`config.mk`:
```
export PLATFORM = sky130hd
export DESIGN_NAME = crc_codeword_generator_flat
export DESIGN_NICKNAME = d
export VERILOG_FILES = /design/src/design/crc_pkg.sv /design/src/design/crc_if.sv /design/src/design/crc_fifo.sv /design/src/design/crc_front.sv /design/src/design/crc_back.sv /design/src/design/crc_codeword_generator.sv /design/src/flat_wrapper.sv
export SDC_FILE = /design/constraint.sdc
export NUM_CORES = 1
export LEC_CHECK = 0
export BUFFER_PORTS_ARGS = -buffer_cell sky130_fd_sc_hd__buf_2
export CORE_ASPECT_RATIO = 1.1
export CORE_MARGIN = 2
export CORE_UTILIZATION = 45
export CTS_BUF_LIST = sky130_fd_sc_hd__clkbuf_8
export CTS_CLUSTER_DIAMETER = 60
export DETAILED_ROUTE_END_ITERATION = 12
export GPL_TIMING_DRIVEN = 0
export SYNTH_ARGS = -nofsm -noshare
export SYNTH_HDL_FRONTEND = slang
export SYNTH_SLANG_ARGS = --single-unit
```
`constraint.sdc`:
```
create_clock -name clk_i -period 4.8 [get_ports clk_i]
set_input_delay 1.44 -clock clk_i [delete_from_list [all_inputs] [get_ports clk_i]]
set_output_delay 1.44 -clock clk_i [all_outputs]
set_load 0.02 [all_outputs]
```
`src/design/crc_pkg.sv`:
```
package crc_pkg;

  localparam int unsigned POLY_W     = 32;
  localparam int unsigned DEGREE_W   = 6;
  localparam int unsigned CFG_IDX_W  = 1;
  localparam int unsigned CFG_DATA_W = 32;
  localparam int unsigned FIFO_DEPTH = 2;

  localparam logic [CFG_IDX_W-1:0] REG_POLY_LOW    = 1'd0;
  localparam logic [CFG_IDX_W-1:0] REG_POLY_DEGREE = 1'd1;

  localparam logic [POLY_W-1:0]   POLY_LOW_RESET = 32'h04C1_1DB7;
  localparam logic [DEGREE_W-1:0] DEGREE_RESET   = 6'd32;

  typedef struct packed {
    logic [POLY_W-1:0]   poly_low;
    logic [DEGREE_W-1:0] degree;
  } cfg_t;

endpackage

```
`src/design/crc_if.sv`:
```
interface crc_in_if;
  logic valid;
  logic ready;
  logic msg_bit;
  logic msg_last;

  modport source (output valid, output msg_bit, output msg_last, input ready);
  modport sink (input valid, input msg_bit, input msg_last, output ready);
endinterface

interface crc_out_if;
  logic valid;
  logic ready;
  logic code_bit;
  logic is_check_bit;
  logic code_last;

  modport source (output valid, output code_bit, output is_check_bit, output code_last,
                  input ready);
  modport sink (input valid, input code_bit, input is_check_bit, input code_last,
                output ready);
endinterface

```
`src/design/crc_fifo.sv`:
```
module crc_fifo #(
  parameter int unsigned WIDTH = 8,
  parameter int unsigned DEPTH = 2
) (
  input  logic             clk_i,
  input  logic             rst_ni,
  input  logic             push_i,
  input  logic [WIDTH-1:0] wdata_i,
  input  logic             pop_i,
  output logic [WIDTH-1:0] rdata_o,
  output logic             full_o,
  output logic             empty_o
);

  localparam int unsigned AW = (DEPTH > 1) ? $clog2(DEPTH) : 1;
  localparam int unsigned CW = $clog2(DEPTH + 1);

  logic [WIDTH-1:0] mem_q [DEPTH];
  logic [AW-1:0]    wr_ptr_q, wr_ptr_d;
  logic [AW-1:0]    rd_ptr_q, rd_ptr_d;
  logic [CW-1:0]    count_q, count_d;
  logic             do_push, do_pop;

  assign full_o  = (count_q == CW'(DEPTH));
  assign empty_o = (count_q == '0);
  assign rdata_o = mem_q[rd_ptr_q];
  assign do_push = push_i && !full_o;
  assign do_pop  = pop_i && !empty_o;

  always_comb begin
    wr_ptr_d = wr_ptr_q;
    rd_ptr_d = rd_ptr_q;
    count_d  = count_q;
    if (do_push) begin
      wr_ptr_d = (wr_ptr_q == AW'(DEPTH - 1)) ? '0 : wr_ptr_q + 1'b1;
    end
    if (do_pop) begin
      rd_ptr_d = (rd_ptr_q == AW'(DEPTH - 1)) ? '0 : rd_ptr_q + 1'b1;
    end
    if (do_push && !do_pop) begin
      count_d = count_q + 1'b1;
    end else if (do_pop && !do_push) begin
      count_d = count_q - 1'b1;
    end
  end

  always_ff @(posedge clk_i or negedge rst_ni) begin
    if (!rst_ni) begin
      wr_ptr_q <= '0;
      rd_ptr_q <= '0;
      count_q  <= '0;
    end else begin
      wr_ptr_q <= wr_ptr_d;
      rd_ptr_q <= rd_ptr_d;
      count_q  <= count_d;
    end
  end

  always_ff @(posedge clk_i) begin
    if (do_push) begin
      mem_q[wr_ptr_q] <= wdata_i;
    end
  end

endmodule

```
`src/design/crc_front.sv`:
```
module crc_front #(
  parameter int unsigned MAX_DEGREE = 32
) (
  input  logic                   clk_i,
  input  logic                   rst_ni,
  input  crc_pkg::cfg_t          cfg_i,
  input  logic                   in_valid_i,
  output logic                   in_ready_o,
  input  logic                   msg_bit_i,
  input  logic                   msg_last_i,
  input  logic                   q_full_i,
  output logic                   q_push_o,
  output logic [MAX_DEGREE+$clog2(MAX_DEGREE+1)+1:0] q_wdata_o
);
  import crc_pkg::*;

  localparam int unsigned DW = $clog2(MAX_DEGREE + 1);
  localparam int unsigned IW = (MAX_DEGREE > 1) ? $clog2(MAX_DEGREE) : 1;
  localparam int unsigned PW = (MAX_DEGREE < POLY_W) ? MAX_DEGREE : POLY_W;

  logic [MAX_DEGREE-1:0] rem_q, rem_d;
  logic [MAX_DEGREE-1:0] rem_next;
  logic [MAX_DEGREE-1:0] mask;
  logic [MAX_DEGREE-1:0] poly_ext;
  logic [6:0]            deg_sat;
  logic [DW-1:0]         deg;
  logic                  fb;
  logic                  accept;

  assign in_ready_o = !q_full_i;
  assign accept     = in_valid_i && in_ready_o;
  assign q_push_o   = accept;

  // clamp the programmed degree to 1..MAX_DEGREE
  always_comb begin
    deg_sat = {1'b0, cfg_i.degree};
    if (deg_sat == 7'd0) begin
      deg_sat = 7'd1;
    end
    if (deg_sat > 7'(MAX_DEGREE)) begin
      deg_sat = 7'(MAX_DEGREE);
    end
    deg = DW'(deg_sat);
  end

  always_comb begin
    poly_ext = '0;
    poly_ext[PW-1:0] = cfg_i.poly_low[PW-1:0];
    for (int i = 0; i < MAX_DEGREE; i++) begin
      mask[i] = (DW'(i) < deg);
    end
    fb       = rem_q[IW'(deg - 1'b1)] ^ msg_bit_i;
    rem_next = ((rem_q << 1) ^ (fb ? poly_ext : '0)) & mask;
  end

  always_comb begin
    rem_d = rem_q;
    if (accept) begin
      rem_d = msg_last_i ? '0 : rem_next;
    end
  end

  assign q_wdata_o = {msg_bit_i, msg_last_i, deg, rem_next};

  always_ff @(posedge clk_i or negedge rst_ni) begin
    if (!rst_ni) begin
      rem_q <= '0;
    end else begin
      rem_q <= rem_d;
    end
  end

endmodule

```
`src/design/crc_back.sv`:
```
module crc_back #(
  parameter int unsigned MAX_DEGREE = 32
) (
  input  logic clk_i,
  input  logic rst_ni,
  input  logic [MAX_DEGREE+$clog2(MAX_DEGREE+1)+1:0] q_rdata_i,
  input  logic q_empty_i,
  output logic q_pop_o,
  output logic out_valid_o,
  input  logic out_ready_i,
  output logic code_bit_o,
  output logic is_check_bit_o,
  output logic code_last_o
);
  import crc_pkg::*;

  localparam int unsigned DW = $clog2(MAX_DEGREE + 1);
  localparam int unsigned IW = (MAX_DEGREE > 1) ? $clog2(MAX_DEGREE) : 1;

  logic                  e_bit, e_last;
  logic [DW-1:0]         e_deg;
  logic [MAX_DEGREE-1:0] e_rem;

  logic [MAX_DEGREE-1:0] rem_q, rem_d;
  logic [DW-1:0]         cnt_q, cnt_d;
  logic                  valid_q, valid_d;
  logic                  bit_q, bit_d;
  logic                  check_q, check_d;
  logic                  last_q, last_d;
  logic                  load;

  assign {e_bit, e_last, e_deg, e_rem} = q_rdata_i;
  assign load = !valid_q || out_ready_i;

  always_comb begin
    rem_d   = rem_q;
    cnt_d   = cnt_q;
    valid_d = valid_q;
    bit_d   = bit_q;
    check_d = check_q;
    last_d  = last_q;
    q_pop_o = 1'b0;
    if (load) begin
      priority if (cnt_q != '0) begin
        // serialize the remainder, most significant first
        valid_d = 1'b1;
        bit_d   = rem_q[IW'(cnt_q - 1'b1)];
        check_d = 1'b1;
        last_d  = (cnt_q == DW'(1));
        cnt_d   = cnt_q - 1'b1;
      end else if (!q_empty_i) begin
        q_pop_o = 1'b1;
        valid_d = 1'b1;
        bit_d   = e_bit;
        check_d = 1'b0;
        last_d  = 1'b0;
        if (e_last) begin
          rem_d = e_rem;
          cnt_d = e_deg;
        end
      end else begin
        valid_d = 1'b0;
      end
    end
  end

  always_ff @(posedge clk_i or negedge rst_ni) begin
    if (!rst_ni) begin
      valid_q <= 1'b0;
      cnt_q   <= '0;
    end else begin
      valid_q <= valid_d;
      cnt_q   <= cnt_d;
    end
  end

  always_ff @(posedge clk_i) begin
    rem_q   <= rem_d;
    bit_q   <= bit_d;
    check_q <= check_d;
    last_q  <= last_d;
  end

  assign out_valid_o    = valid_q;
  assign code_bit_o     = bit_q;
  assign is_check_bit_o = check_q;
  assign code_last_o    = last_q;

endmodule

```
`src/design/crc_codeword_generator.sv`:
```
// Serial CRC codeword generator with a programmable generator polynomial.
// Message bits enter one per cycle on msg_i while the queue is not full and
// appear unchanged on code_o; after the bit flagged last, the degree
// remainder bits follow, most significant first, with is_check_bit set and
// code_last on the final one. The remainder register updates once per bit;
// the output serializer emits one bit per cycle while code_o is ready, so
// a message of n bits leaves as n + degree output items. A two-entry queue
// sits between the update stage and the serializer, so input keeps flowing
// while check bits drain until that queue fills. Register 0 holds the
// coefficients below the implied leading one, register 1 the degree (0 acts
// as 1, values above MAX_DEGREE saturate); write them only while idle.
module crc_codeword_generator #(
  parameter int unsigned MAX_DEGREE = 32
) (
  input  logic                           clk_i,
  input  logic                           rst_ni,
  input  logic                           cfg_we_i,
  input  logic [crc_pkg::CFG_IDX_W-1:0]  cfg_idx_i,
  input  logic [crc_pkg::CFG_DATA_W-1:0] cfg_wdata_i,
  crc_in_if.sink                         msg_i,
  crc_out_if.source                      code_o
);
  import crc_pkg::*;

  localparam int unsigned DW = $clog2(MAX_DEGREE + 1);
  localparam int unsigned EW = MAX_DEGREE + DW + 2;

  cfg_t          cfg_q;
  logic          q_push, q_pop, q_full, q_empty;
  logic [EW-1:0] q_wdata, q_rdata;

  always_ff @(posedge clk_i or negedge rst_ni) begin
    if (!rst_ni) begin
      cfg_q.poly_low <= POLY_LOW_RESET;
      cfg_q.degree   <= DEGREE_RESET;
    end else if (cfg_we_i) begin
      unique case (cfg_idx_i)
        REG_POLY_LOW:    cfg_q.poly_low <= cfg_wdata_i[POLY_W-1:0];
        REG_POLY_DEGREE: cfg_q.degree   <= cfg_wdata_i[DEGREE_W-1:0];
        default: ;
      endcase
    end
  end

  crc_front #(.MAX_DEGREE(MAX_DEGREE)) u_front (
    .clk_i      (clk_i),
    .rst_ni     (rst_ni),
    .cfg_i      (cfg_q),
    .in_valid_i (msg_i.valid),
    .in_ready_o (msg_i.ready),
    .msg_bit_i  (msg_i.msg_bit),
    .msg_last_i (msg_i.msg_last),
    .q_full_i   (q_full),
    .q_push_o   (q_push),
    .q_wdata_o  (q_wdata)
  );

  crc_fifo #(.WIDTH(EW), .DEPTH(FIFO_DEPTH)) u_fifo (
    .clk_i   (clk_i),
    .rst_ni  (rst_ni),
    .push_i  (q_push),
    .wdata_i (q_wdata),
    .pop_i   (q_pop),
    .rdata_o (q_rdata),
    .full_o  (q_full),
    .empty_o (q_empty)
  );

  crc_back #(.MAX_DEGREE(MAX_DEGREE)) u_back (
    .clk_i          (clk_i),
    .rst_ni         (rst_ni),
    .q_rdata_i      (q_rdata),
    .q_empty_i      (q_empty),
    .q_pop_o        (q_pop),
    .out_valid_o    (code_o.valid),
    .out_ready_i    (code_o.ready),
    .code_bit_o     (code_o.code_bit),
    .is_check_bit_o (code_o.is_check_bit),
    .code_last_o    (code_o.code_last)
  );

endmodule

```
`src/flat_wrapper.sv`:
```
// flat-port wrapper written by rule: the top's interface ports become plain ports
module crc_codeword_generator_flat import crc_pkg::*;
#(
  parameter int unsigned MAX_DEGREE = 32
)
  (clk_i, rst_ni, cfg_we_i, cfg_idx_i, cfg_wdata_i, msg_i_valid, msg_i_msg_bit, msg_i_msg_last, msg_i_ready, code_o_valid, code_o_code_bit, code_o_is_check_bit, code_o_code_last, code_o_ready);
  crc_in_if msg_i_i ();
  crc_out_if code_o_i ();
  input  logic clk_i;
  input  logic rst_ni;
  input  logic cfg_we_i;
  input  logic [crc_pkg::CFG_IDX_W-1:0] cfg_idx_i;
  input  logic [crc_pkg::CFG_DATA_W-1:0] cfg_wdata_i;
  input wire logic [$bits(msg_i_i.valid)-1:0] msg_i_valid;
  input wire logic [$bits(msg_i_i.msg_bit)-1:0] msg_i_msg_bit;
  input wire logic [$bits(msg_i_i.msg_last)-1:0] msg_i_msg_last;
  output wire logic [$bits(msg_i_i.ready)-1:0] msg_i_ready;
  output wire logic [$bits(code_o_i.valid)-1:0] code_o_valid;
  output wire logic [$bits(code_o_i.code_bit)-1:0] code_o_code_bit;
  output wire logic [$bits(code_o_i.is_check_bit)-1:0] code_o_is_check_bit;
  output wire logic [$bits(code_o_i.code_last)-1:0] code_o_code_last;
  input wire logic [$bits(code_o_i.ready)-1:0] code_o_ready;
  assign msg_i_i.valid = msg_i_valid;
  assign msg_i_i.msg_bit = msg_i_msg_bit;
  assign msg_i_i.msg_last = msg_i_msg_last;
  assign msg_i_ready = msg_i_i.ready;
  assign code_o_valid = code_o_i.valid;
  assign code_o_code_bit = code_o_i.code_bit;
  assign code_o_is_check_bit = code_o_i.is_check_bit;
  assign code_o_code_last = code_o_i.code_last;
  assign code_o_i.ready = code_o_ready;
  crc_codeword_generator #(.MAX_DEGREE(MAX_DEGREE)) u_core (.clk_i(clk_i), .rst_ni(rst_ni), .cfg_we_i(cfg_we_i), .cfg_idx_i(cfg_idx_i), .cfg_wdata_i(cfg_wdata_i), .msg_i(msg_i_i), .code_o(code_o_i));
endmodule
```
==> flow_metrics.env, run 1 <==
export IMPL_dpl_cell_area_sq_mm=0.01002
export IMPL_vdd_ir_drop_max_mv=0.2128
export IMPL_synth_seq_area_share_pct=58.54
export IMPL_num_vias=6198
export IMPL_leakagePower_uw=0.004040
export IMPL_final_common_cell="edfxtp_1"
export IMPL_whs_endpoint="u_core.u_fifo.count_q[1]"
export IMPL_final_cell_count_no_fill=1060
export IMPL_cts_root_buf="clkbuf_8"
export IMPL_ys_types=63
export IMPL_final_cell_mix="115 x edfxtp_1, 73 x mux2_2, 66 x dfrtp_1"
export IMPL_wl_per_cell_um=21.57
export IMPL_overflow=0
export IMPL_internal_power_uw=3845
export IMPL_fin_crit_sh_pct=94.99
export IMPL_synth_edf_count=115
export IMPL_ys_async_sr_fraction_pct=41.33
export IMPL_netlist_area_sq_mm=0.009394
export IMPL_ant_nets=0
export IMPL_hold_viol_final=0
export IMPL_switchingPower_uw=2214
export IMPL_syn_num_nets=771
export IMPL_stdcell_area_sq_mm=0.01045
export IMPL_antenna_found_initial=0
export IMPL_setup_slack_ps=240.6
export IMPL_reg2reg_from="u_core.cfg_q[1]"
export IMPL_area_growth_pct=11.28
export IMPL_synth_ff_type="edfxtp_1"
export IMPL_cts_sinks=196
export IMPL_postSynthCellCount=725
export IMPL_rows=55
export IMPL_hpwlAfterDp_um=16770
export IMPL_end_kind="flip-flop"
export IMPL_drv_slew=0
export IMPL_drive_gt1_share_pct=25.50
export IMPL_routabilityCongestion=0.8781
export IMPL_clock_latency_ps=480
export IMPL_die_area_sq_mm=0.02205
export IMPL_p_comb_share_pct=37.4
export IMPL_nets=837
export IMPL_tightestPinTransition_ps=896.7
export IMPL_fp_dieW_um=141.8
export IMPL_yosysWarnings=0
export IMPL_switching_share_pct=36.54
export IMPL_core_sq_mm=0.02051
export IMPL_required_ps=5090
export IMPL_powerDensity_mw_per_mm2=579.7
export IMPL_reg2reg_setup_slack_ps=240
export IMPL_crit_type="reg2reg"
export IMPL_post_route_drc_count=0
export IMPL_first_pass_iters=5
export IMPL_diodes=0
export IMPL_first_iter_violations=575
export IMPL_clk_path_buf_depth=2
export IMPL_routed_wl_um=22860
export IMPL_p_total_uw=6060
export IMPL_min_period_ps=4559
export IMPL_ios=45
export IMPL_worstRegToRegCells=17
export IMPL_cts_tree="done"
export IMPL_ys_seq_elements=196
export IMPL_fin_skew_ps=16.34
export IMPL_grt_start_max_net_pins=44
export IMPL_min_path_cells=1
export IMPL_final_util_pct=50.98
export IMPL_grt_use_total_pct=21.48
export IMPL_min_from="u_core.u_fifo.count_q[1]"
export IMPL_fp_dieH_um=155.5
export IMPL_path_max_fanout=11
export IMPL_htreeDepth=4
export IMPL_multi_input_area_sq_mm=0.003719
export IMPL_initial_utilization_pct=45.81
export IMPL_timing_rr_end="u_core.u_fifo.mem_q[1][19]"
export IMPL_clock_fmax_mhz=219.3
export IMPL_numCtsBuffers=17
export IMPL_grt_pass1_vias=6119
export IMPL_fill_cells=1816
export IMPL_io_buffers=44
export IMPL_grt_pass1_wl_um=35070
export IMPL_relSlewSlack_pct=40.08
export IMPL_clk_pin_slew_ps=100
export IMPL_worstHoldPathType="reg2reg"
export IMPL_seq_power_share_pct=44.4
export IMPL_status="finished, final reports clean"
export IMPL_synth_avg_cell_area_sq_um=12.96
export IMPL_regArea_sq_mm=0.005499
export IMPL_crit_arrival_ps=4850
export IMPL_start_kind="flip-flop"
export IMPL_p_clk_share_pct=18.1
export IMPL_setup_viol=0
export IMPL_viasPerCell=5.847
export IMPL_cap_violations=0
export IMPL_place_ws_ps=35.00
export IMPL_dp_cells=1028
export IMPL_rsz0062_at_grt="false"
-- logic make-up (layout without fill, tap and decap cells) --
logic type | count (synthesis) | count (layout) | share of synthesized area [%]
buffers and inverters | 53 | 132 | 2.331
AOI/OAI and AO/OA | 118 | 118 | 8.831
DFF | 196 | 196 | 58.54
and+or+nand+nor | 199 | 199 | 11.22
adders and majority gates | 6 | 6 | 0.7991
muxes | 123 | 123 | 15.41
xor gates and xnor gates | 30 | 30 | 2.877
-- flip-flops by register name (all words and copies together) (netlist names), 2 cells and up --
signal and count:
u_core.cfg_q 38, u_core.u_front.rem_q 32, u_core.u_back.rem_q 32, u_core.u_fifo.count_q 2
u_core.u_back.cnt_q 6, u_core.u_fifo.mem_q 80
-- cell usage after synthesis, drive strengths merged, types with 12 or more instances --
cell type  count  area (sq um)
edfxtp       115          3453
mux2          73         822.0
dfrtp         66          1652
nand2         56         210.2
mux2i         40         400.4
nor2          35         131.4
a21oi         28         140.1
clkbuf        27         101.4
nand2b        25         156.4
xnor2         23         201.4
o31ai         18         135.1
buf           17         83.83
dfstp         15         394.1
o21ai         12         60.06
-- through the flow --
stage / hold WS (ps) / TNS [ps]
detailed placement: 503.7 / 0
finish: 512.2 / 0
global placement: 475.4 / -76250
global route: 552.7 / 0
floorplan: 463.0 / 0
CTS: 518.3 / 0
-- worst max-delay path, cell delays in order (launching register included) --
cell	delay, ps
dfrtp_1	330
buf_2	260
nor4_1	100
o21bai_1	170
buf_4	260
buf_6	230
ha_1	260
or3b_1	360
a221o_1	410
nor2b_1	160
o21ai_0	110
nor3_1	110
nor4_4	370
xor2_4	290
buf_2	290
clkbuf_4	280
nand3b_1	90
a21oi_1	270
-- worst max path at each step --
stage                                  to  cells past startpoint  slack (ps)            start
2_1_floorplan   u_core.u_fifo.mem_q[0][0]                      5         530      msg_i_valid
3_3_place_gp   u_core.u_fifo.mem_q[1][25]                      6        -960      msg_i_valid
3_5_place_dp    u_core.u_fifo.mem_q[0][6]                     17          30  u_core.cfg_q[1]
4_1_cts         u_core.u_fifo.mem_q[0][6]                     17           5  u_core.cfg_q[1]
5_1_grt        u_core.u_fifo.mem_q[1][19]                     17          30  u_core.cfg_q[1]
6_report       u_core.u_fifo.mem_q[1][19]                     17         240  u_core.cfg_q[1]
-- layout make-up --
class / count / area share (%)
buffer: 44 / 1.795
timing repair buffer: 47 / 2.705
clock inverter: 15 / 1.700
tap: 256 / 3.064
clock buffer: 17 / 2.238
multi-input combinational: 476 / 35.57
sequential: 196 / 52.60
inverter: 9 / 0.3232
-- power by group through the flow --
stage          Clock (uW)  Combinational, uW  Sequential (uW)
2_1_floorplan           0               1600             2650
3_3_place_gp            0               2170             2720
3_5_place_dp            0               2260             2720
4_1_cts              1130               2270             2690
5_1_grt              1200               2470             2740
6_report             1100               2270             2690
-- metal layers --
layer / up-vias / GRT usage [%] / part of all wire, %
met5: - / 0 / 0
met3: 50 / 4.328 / 5.3
met1: 3071 / 27.47 / 42
li1: 2837 / - / -
met4: 0 / 8.476 / 3.1
met2: 240 / 36.08 / 49
-- what timing repair did --
action | CTS | global route
buffers inserted | 0 | 0
resized for setup | 0 | 4
hold buffers | 0 | 0
setup endpoints to repair | 0 | 16
Power figures use the tool's default switching activity.
==> run 2: changes to the inputs <==
--- a/config.mk
+++ b/config.mk
@@ -13,6 +13,7 @@
 export CTS_CLUSTER_DIAMETER = 60
 export DETAILED_ROUTE_END_ITERATION = 12
 export GPL_TIMING_DRIVEN = 0
+export MAX_ROUTING_LAYER = met4
 export SYNTH_ARGS = -nofsm -noshare
 export SYNTH_HDL_FRONTEND = slang
 export SYNTH_SLANG_ARGS = --single-unit
==> run 2 against run 1 <==
  * Design area fell by 0.13%
  * Critical endpoint is now u_core.u_fifo.mem_q[0][15]
  * Routed wire length is 0.36% lower
  * Critical path depth is 1 higher
  * Flip-flop and latch count unchanged
  * Hold slack gained 7.3 ps
  * Register-to-register slack lost 80 ps
  * First-iteration DRC count fell by 18%
  * Clock-buffer cell count is the same
  * Critical path type unchanged
  * Core utilization shrank 0.067 points
  * Global-route usage grew 0.67 points
  * Largest power group unchanged
  * Sequential power about the same
  * Largest cell class unchanged
  * Clock power decreased by 8%
==> flow_metrics.env, run 2 (synthesis results as in run 1) <==
export IMPL_status="finished, final reports clean"
export IMPL_post_route_drc_count=0
export IMPL_clk_path_buf_depth=2
export IMPL_fill_cells=1801
export IMPL_start_kind="flip-flop"
export IMPL_largest_reg_flops=80
export IMPL_dp_cells=1028
export IMPL_rows=55
export IMPL_end_kind="flip-flop"
export IMPL_top_register="u_core.u_fifo.mem_q"
export IMPL_clock_latency_ps=470
export IMPL_wl_per_cell_um=21.45
export IMPL_drv_slew=0
export IMPL_htreeDepth=4
export IMPL_path_cells="buf_2, nor4_1, o21bai_1, buf_4, buf_6, ha_1, or3b_1, a221o_1, nor2b_1, o21ai_0, nor3_2, nor4_4, buf_4, xor2_4, clkbuf_4, clkbuf_4, nand3b_1, a21oi_1"
export IMPL_crit_buf_inv=6
export IMPL_crit_arrival_ps=4890
export IMPL_first_iter_violations=471
export IMPL_reg2reg_setup_slack_ps=160
export IMPL_reg_largest_list="u_core.u_fifo.mem_q x80, u_core.cfg_q x38"
export IMPL_viasPerCell=5.705
export IMPL_numCtsBuffers=17
export IMPL_cts_tree="done"
export IMPL_core_sq_mm=0.02051
export IMPL_ios=45
export IMPL_internal_power_uw=3799
export IMPL_critPathTopFamily="buffers and inverters"
export IMPL_final_cell_mix="115 x edfxtp_1, 73 x mux2_2, 66 x dfrtp_1"
export IMPL_overflow=0
export IMPL_nets=839
export IMPL_num_vias=6059
export IMPL_vdd_ir_drop_max_mv=0.1971
export IMPL_fin_skew_ps=16.58
export IMPL_leakagePower_uw=0.004031
export IMPL_switching_share_pct=36.78
export IMPL_cp_slowest_cell="a221o_1"
export IMPL_ant_nets=0
export IMPL_p_comb_share_pct=38.5
export IMPL_fin_crit_sh_pct=96.76
export IMPL_required_ps=5050
export IMPL_area_growth_pct=11.13
export IMPL_cts_sinks=196
export IMPL_grt_start_max_net_pins=46
export IMPL_fp_dieW_um=141.8
export IMPL_timing_rr_end="u_core.u_fifo.mem_q[0][15]"
export IMPL_relSlewSlack_pct=40.48
export IMPL_first_pass_iters=5
export IMPL_drive_gt1_share_pct=25.81
export IMPL_seq_power_share_pct=44.7
export IMPL_die_area_sq_mm=0.02205
export IMPL_path_max_fanout=11
export IMPL_min_period_ps=4644
export IMPL_worstHoldPathType="reg2reg"
export IMPL_fin_tns_setup_ps=0
export IMPL_p_clk_share_pct=16.8
export IMPL_setup_viol=0
export IMPL_antenna_found_initial=0
export IMPL_min_path_cells=1
export IMPL_cap_violations=0
export IMPL_whs_endpoint="u_core.u_fifo.count_q[1]"
export IMPL_initial_utilization_pct=45.81
export IMPL_switchingPower_uw=2210
export IMPL_stdcell_area_sq_mm=0.01044
export IMPL_rsz0062_at_grt="false"
export IMPL_routabilityCongestion=0.9372
export IMPL_dpl_cell_area_sq_mm=0.01003
export IMPL_crit_type="reg2reg"
export IMPL_fp_dieH_um=155.5
export IMPL_final_common_cell="edfxtp_1"
export IMPL_cts_root_buf="clkbuf_8"
export IMPL_final_cell_count_no_fill=1062
export IMPL_diodes=0
export IMPL_cts_hold_buffers=0
export IMPL_worstRegToRegCells=18
export IMPL_hpwlAfterDp_um=16590
export IMPL_grt_pass1_vias=6098
export IMPL_powerDensity_mw_per_mm2=575.6
export IMPL_tightestPinTransition_ps=890.7
export IMPL_clock_fmax_mhz=215.3
export IMPL_reg2reg_from="u_core.cfg_q[1]"
export IMPL_grt_use_total_pct=22.15
export IMPL_routed_wl_um=22780
export IMPL_final_util_pct=50.91
export IMPL_finalHoldWorstSlack_ps=519.5
export IMPL_hold_viol_final=0
export IMPL_grt_pass1_wl_um=35080
export IMPL_io_buffers=44
export IMPL_clk_pin_slew_ps=100
export IMPL_min_from="u_core.u_fifo.count_q[1]"
export IMPL_critPathMaxStageDelay_ps=410
-- run 2: through the flow --
step	setup WS, ps	total power [uW]
floorplan	530.2	4249
global placement	-1018	4903
detailed placement	24.31	4993
CTS	10.71	6013
global route	19.33	6360
finish	155.7	6009
-- run 2: how the worst max path moves through the flow --
stage,from,to,depth (start not counted)
floorplan,msg_i_valid,u_core.u_fifo.mem_q[0][0],5
CTS,u_core.cfg_q[1],u_core.u_fifo.mem_q[0][6],17
global route,u_core.cfg_q[1],u_core.u_fifo.mem_q[1][15],18
finish,u_core.cfg_q[1],u_core.u_fifo.mem_q[0][15],18
detailed placement,u_core.cfg_q[1],u_core.u_fifo.mem_q[1][6],17
global placement,msg_i_valid,u_core.u_fifo.mem_q[1][27],6
-- run 2: timing repair --
item	4_1_cts	5_1_grt
resized for setup	1	7
setup buffers	0	2
pin swaps	0	1
setup endpoints to repair	2	16
-- run 2: worst reg2reg max path: cells and delay by family (launching register included) --
kind                       cells  cell delay (ps)
and+or+nand+nor                6             1130
adders and majority gates      1              250
AOI/OAI and AO/OA              4              990
xor gates and xnor gates       1              290
buffers and inverters          6             1440
DFF                            1              330
-- run 2: cell type report --
| cell class | instances | area, sq um | share of cell area [%] |
|---|---|---|---|
| Tap cell | 256 | 320.3 | 3.068 |
| Multi-Input combinational cell | 476 | 3730 | 35.73 |
| Clock buffer | 17 | 234.0 | 2.241 |
| Clock inverter | 15 | 127.6 | 1.222 |
| Buffer | 44 | 190.2 | 1.822 |
| Timing Repair Buffer | 49 | 305.3 | 2.924 |
| Inverter | 9 | 33.78 | 0.3236 |
| Sequential cell | 196 | 5499 | 52.67 |
-- run 2: power groups by stage --
stage	registers (uW)	logic (uW)	clock network, uW
2_1_floorplan	2650	1600	0
3_3_place_gp	2710	2190	0
3_5_place_dp	2720	2270	0
4_1_cts	2690	2290	1040
5_1_grt	2740	2510	1110
6_report	2690	2310	1010
-- run 2: per-layer routing --
metal / wire length [um] / GRT usage (%) / vias up
met2: 11410 / 36.25 / 177
met4: 595 / 8.524 / 0
met3: 784 / 2.762 / 41
met1: 9992 / 28.43 / 3000
met5: 0 / - / -
li1: - / - / 2841
==> run 3: changes to the inputs <==
--- a/config.mk
+++ b/config.mk
@@ -8,12 +8,13 @@
 export BUFFER_PORTS_ARGS = -buffer_cell sky130_fd_sc_hd__buf_2
 export CORE_ASPECT_RATIO = 1.1
 export CORE_MARGIN = 2
-export CORE_UTILIZATION = 45
+export CORE_UTILIZATION = 64
 export CTS_BUF_LIST = sky130_fd_sc_hd__clkbuf_8
 export CTS_CLUSTER_DIAMETER = 60
 export DETAILED_ROUTE_END_ITERATION = 12
 export GPL_TIMING_DRIVEN = 0
 export MAX_ROUTING_LAYER = met4
+export PLACE_DENSITY = 0.83
 export SYNTH_ARGS = -nofsm -noshare
 export SYNTH_HDL_FRONTEND = slang
 export SYNTH_SLANG_ARGS = --single-unit
==> run 3 against run 2 <==
  * Final cell count down 6.2%
  * Register-to-register slack better by 90 ps
  * Sequential power about the same
  * Setup slack improved by 88 ps
  * Clock power is 6% higher
  * Sequential share of layout area increased by 0.33 points
  * Flip-flop and latch count did not move
  * Largest power group unchanged
  * Critical path type unchanged
  * Critical endpoint is now u_core.u_fifo.mem_q[0][6]
==> flow_metrics.env, run 3 (synthesis results as in run 1) <==
export IMPL_start_kind="flip-flop"
export IMPL_initial_utilization_pct=65.29
export IMPL_core_sq_mm=0.01439
export IMPL_cp_slowest_cell="a221o_1"
export IMPL_reg2reg_from="u_core.cfg_q[1]"
export IMPL_top_register="u_core.u_fifo.mem_q"
export IMPL_min_from="u_core.u_front.rem_q[31]"
export IMPL_largest_reg_flops=80
export IMPL_numCtsBuffers=17
export IMPL_cpMostUsedCell="buf_2"
export IMPL_final_common_cell="edfxtp_1"
export IMPL_status="finished, final reports clean"
export IMPL_cts_root_buf="clkbuf_8"
export IMPL_ant_nets=0
export IMPL_diodes=0
export IMPL_cts_tree="done"
export IMPL_clock_latency_ps=480
export IMPL_clock_fmax_mhz=219.5
export IMPL_multi_input_area_sq_mm=0.003722
export IMPL_area_growth_pct=10.44
export IMPL_end_kind="flip-flop"
export IMPL_crit_type="reg2reg"
export IMPL_powerDensity_mw_per_mm2=588.2
export IMPL_cts_sinks=196
export IMPL_viasPerCell=6.255
export IMPL_io_buffers=44
export IMPL_worstHoldPathType="reg2reg"
export IMPL_critPathMaxStageDelay_ps=410
export IMPL_routabilityCongestion=0.9700
export IMPL_rows=46
export IMPL_grt_pass1_wl_um=35280
export IMPL_fill_cells=984
export IMPL_finalHoldWorstSlack_ps=512.7
export IMPL_required_ps=5070
export IMPL_fp_dieH_um=131.1
export IMPL_first_iter_violations=724
export IMPL_nets=837
export IMPL_post_route_drc_count=0
export IMPL_num_vias=6230
export IMPL_postCtsSetupBuffers=0
export IMPL_final_util_pct=72.10
export IMPL_final_cell_mix="115 x edfxtp_1, 73 x mux2_2, 66 x dfrtp_1"
export IMPL_tightestPinTransition_ps=1016
export IMPL_hpwlAfterDp_um=16770
export IMPL_clk_pin_slew_ps=100
export IMPL_hold_viol_final=0
export IMPL_reg_largest_list="u_core.u_fifo.mem_q x80, u_core.cfg_q x38"
export IMPL_whs_endpoint="u_core.u_front.rem_q[31]"
export IMPL_drive_gt1_share_pct=25.62
export IMPL_relSlewSlack_pct=31.73
export IMPL_path_cells="buf_2, nor4_1, o21bai_1, buf_4, buf_6, ha_1, or3b_1, a221o_1, nor2_1, o21ai_0, nor3_1, nor4_4, xor2_4, buf_2, buf_2, nand3b_1, a21oi_1"
export IMPL_rsz0062_at_grt="false"
export IMPL_drv_slew=0
export IMPL_path_max_fanout=11
export IMPL_min_path_cells=1
export IMPL_timing_rr_end="u_core.u_fifo.mem_q[0][6]"
export IMPL_routed_wl_um=23010
export IMPL_fin_skew_ps=17.97
export IMPL_grt_start_max_net_pins=51
export IMPL_setup_viol=0
export IMPL_leakagePower_uw=0.004043
export IMPL_final_cell_count_no_fill=996
export IMPL_vdd_ir_drop_max_mv=0.2967
export IMPL_min_period_ps=4556
export IMPL_cap_violations=0
export IMPL_antenna_found_initial=0
export IMPL_grt_pass1_vias=6228
export IMPL_overflow=0
export IMPL_ios=45
export IMPL_worstRegToRegCells=17
export IMPL_crit_arrival_ps=4830
export IMPL_regArea_sq_mm=0.005499
export IMPL_fp_dieW_um=119.5
export IMPL_fin_tns_setup_ps=0
export IMPL_die_area_sq_mm=0.01566
export IMPL_dp_cells=964
export IMPL_reg2reg_setup_slack_ps=240
export IMPL_htreeDepth=4
export IMPL_first_pass_iters=5
export IMPL_wl_per_cell_um=23.10
export IMPL_clk_path_buf_depth=2
export IMPL_grt_use_total_pct=31.68
export IMPL_fin_crit_sh_pct=94.93
-- run 3: how the worst max path moves through the flow --
stage | startpoint | slack, ps | to
after detailed placement | u_core.cfg_q[1] | -5 | u_core.u_fifo.mem_q[1][15]
final | u_core.cfg_q[1] | 240 | u_core.u_fifo.mem_q[0][6]
after CTS | u_core.cfg_q[1] | 80 | u_core.u_fifo.mem_q[0][15]
after global routing | u_core.cfg_q[1] | 20 | u_core.u_fifo.mem_q[1][6]
after floorplan | msg_i_valid | 530 | u_core.u_fifo.mem_q[0][0]
after global placement | msg_i_valid | -890 | u_core.u_fifo.mem_q[0][7]
-- run 3: power by group --
group          switching, uW  internal [uW]
clock network            602            467
logic                   1350            969
registers                303           2410
total                   2260           3840
-- run 3: area by class of cell --
class	instances	area share, %
timing repair buffer	47	2.943
buffer	44	1.785
tap	192	2.315
multi-input combinational	476	35.88
clock inverter	15	1.495
inverter	9	0.3256
clock buffer	17	2.255
sequential	196	53.00
-- run 3: layer usage --
| layer | vias up | wire, um | GRT usage [%] |
|---|---|---|---|
| met3 | 47 | 1346 | 5.277 |
| met2 | 261 | 11620 | 52.81 |
| li1 | 2831 | - | - |
| met1 | 3091 | 9511 | 40.00 |
| met4 | 0 | 536 | 10.93 |
| met5 | - | 0 | - |
-- run 3: repair_timing --
item,CTS,global route
gates resized for setup,1,3
hold buffers,0,0
pin swaps,0,1
setup endpoints to repair,2,14
-- run 3: through the flow --
| step | setup slack, ps | power (uW) | instance area [sq um] |
|---|---|---|---|
| 6_report | 243.5 | 6102 | 10380 |
| 5_1_grt | 15.01 | 6379 | 10380 |
| 4_1_cts | 79.35 | 6070 | 10360 |
| 3_5_place_dp | -4.729 | 5002 | 9962 |
| 3_3_place_gp | -887.7 | 4844 | 9854 |
| 2_1_floorplan | 530.2 | 4249 | 9394 |
-- run 3: critical path, delay by kind of cell (launching register included) --
kind	cells	cell delay (ps)
flip-flops	1	320
adder cells (fa/ha/maj)	1	240
buffers and inverters	5	1300
AO/OA/AOI/OAI	4	950
XOR/XNOR	1	310
AND/OR/NAND/NOR	6	1220
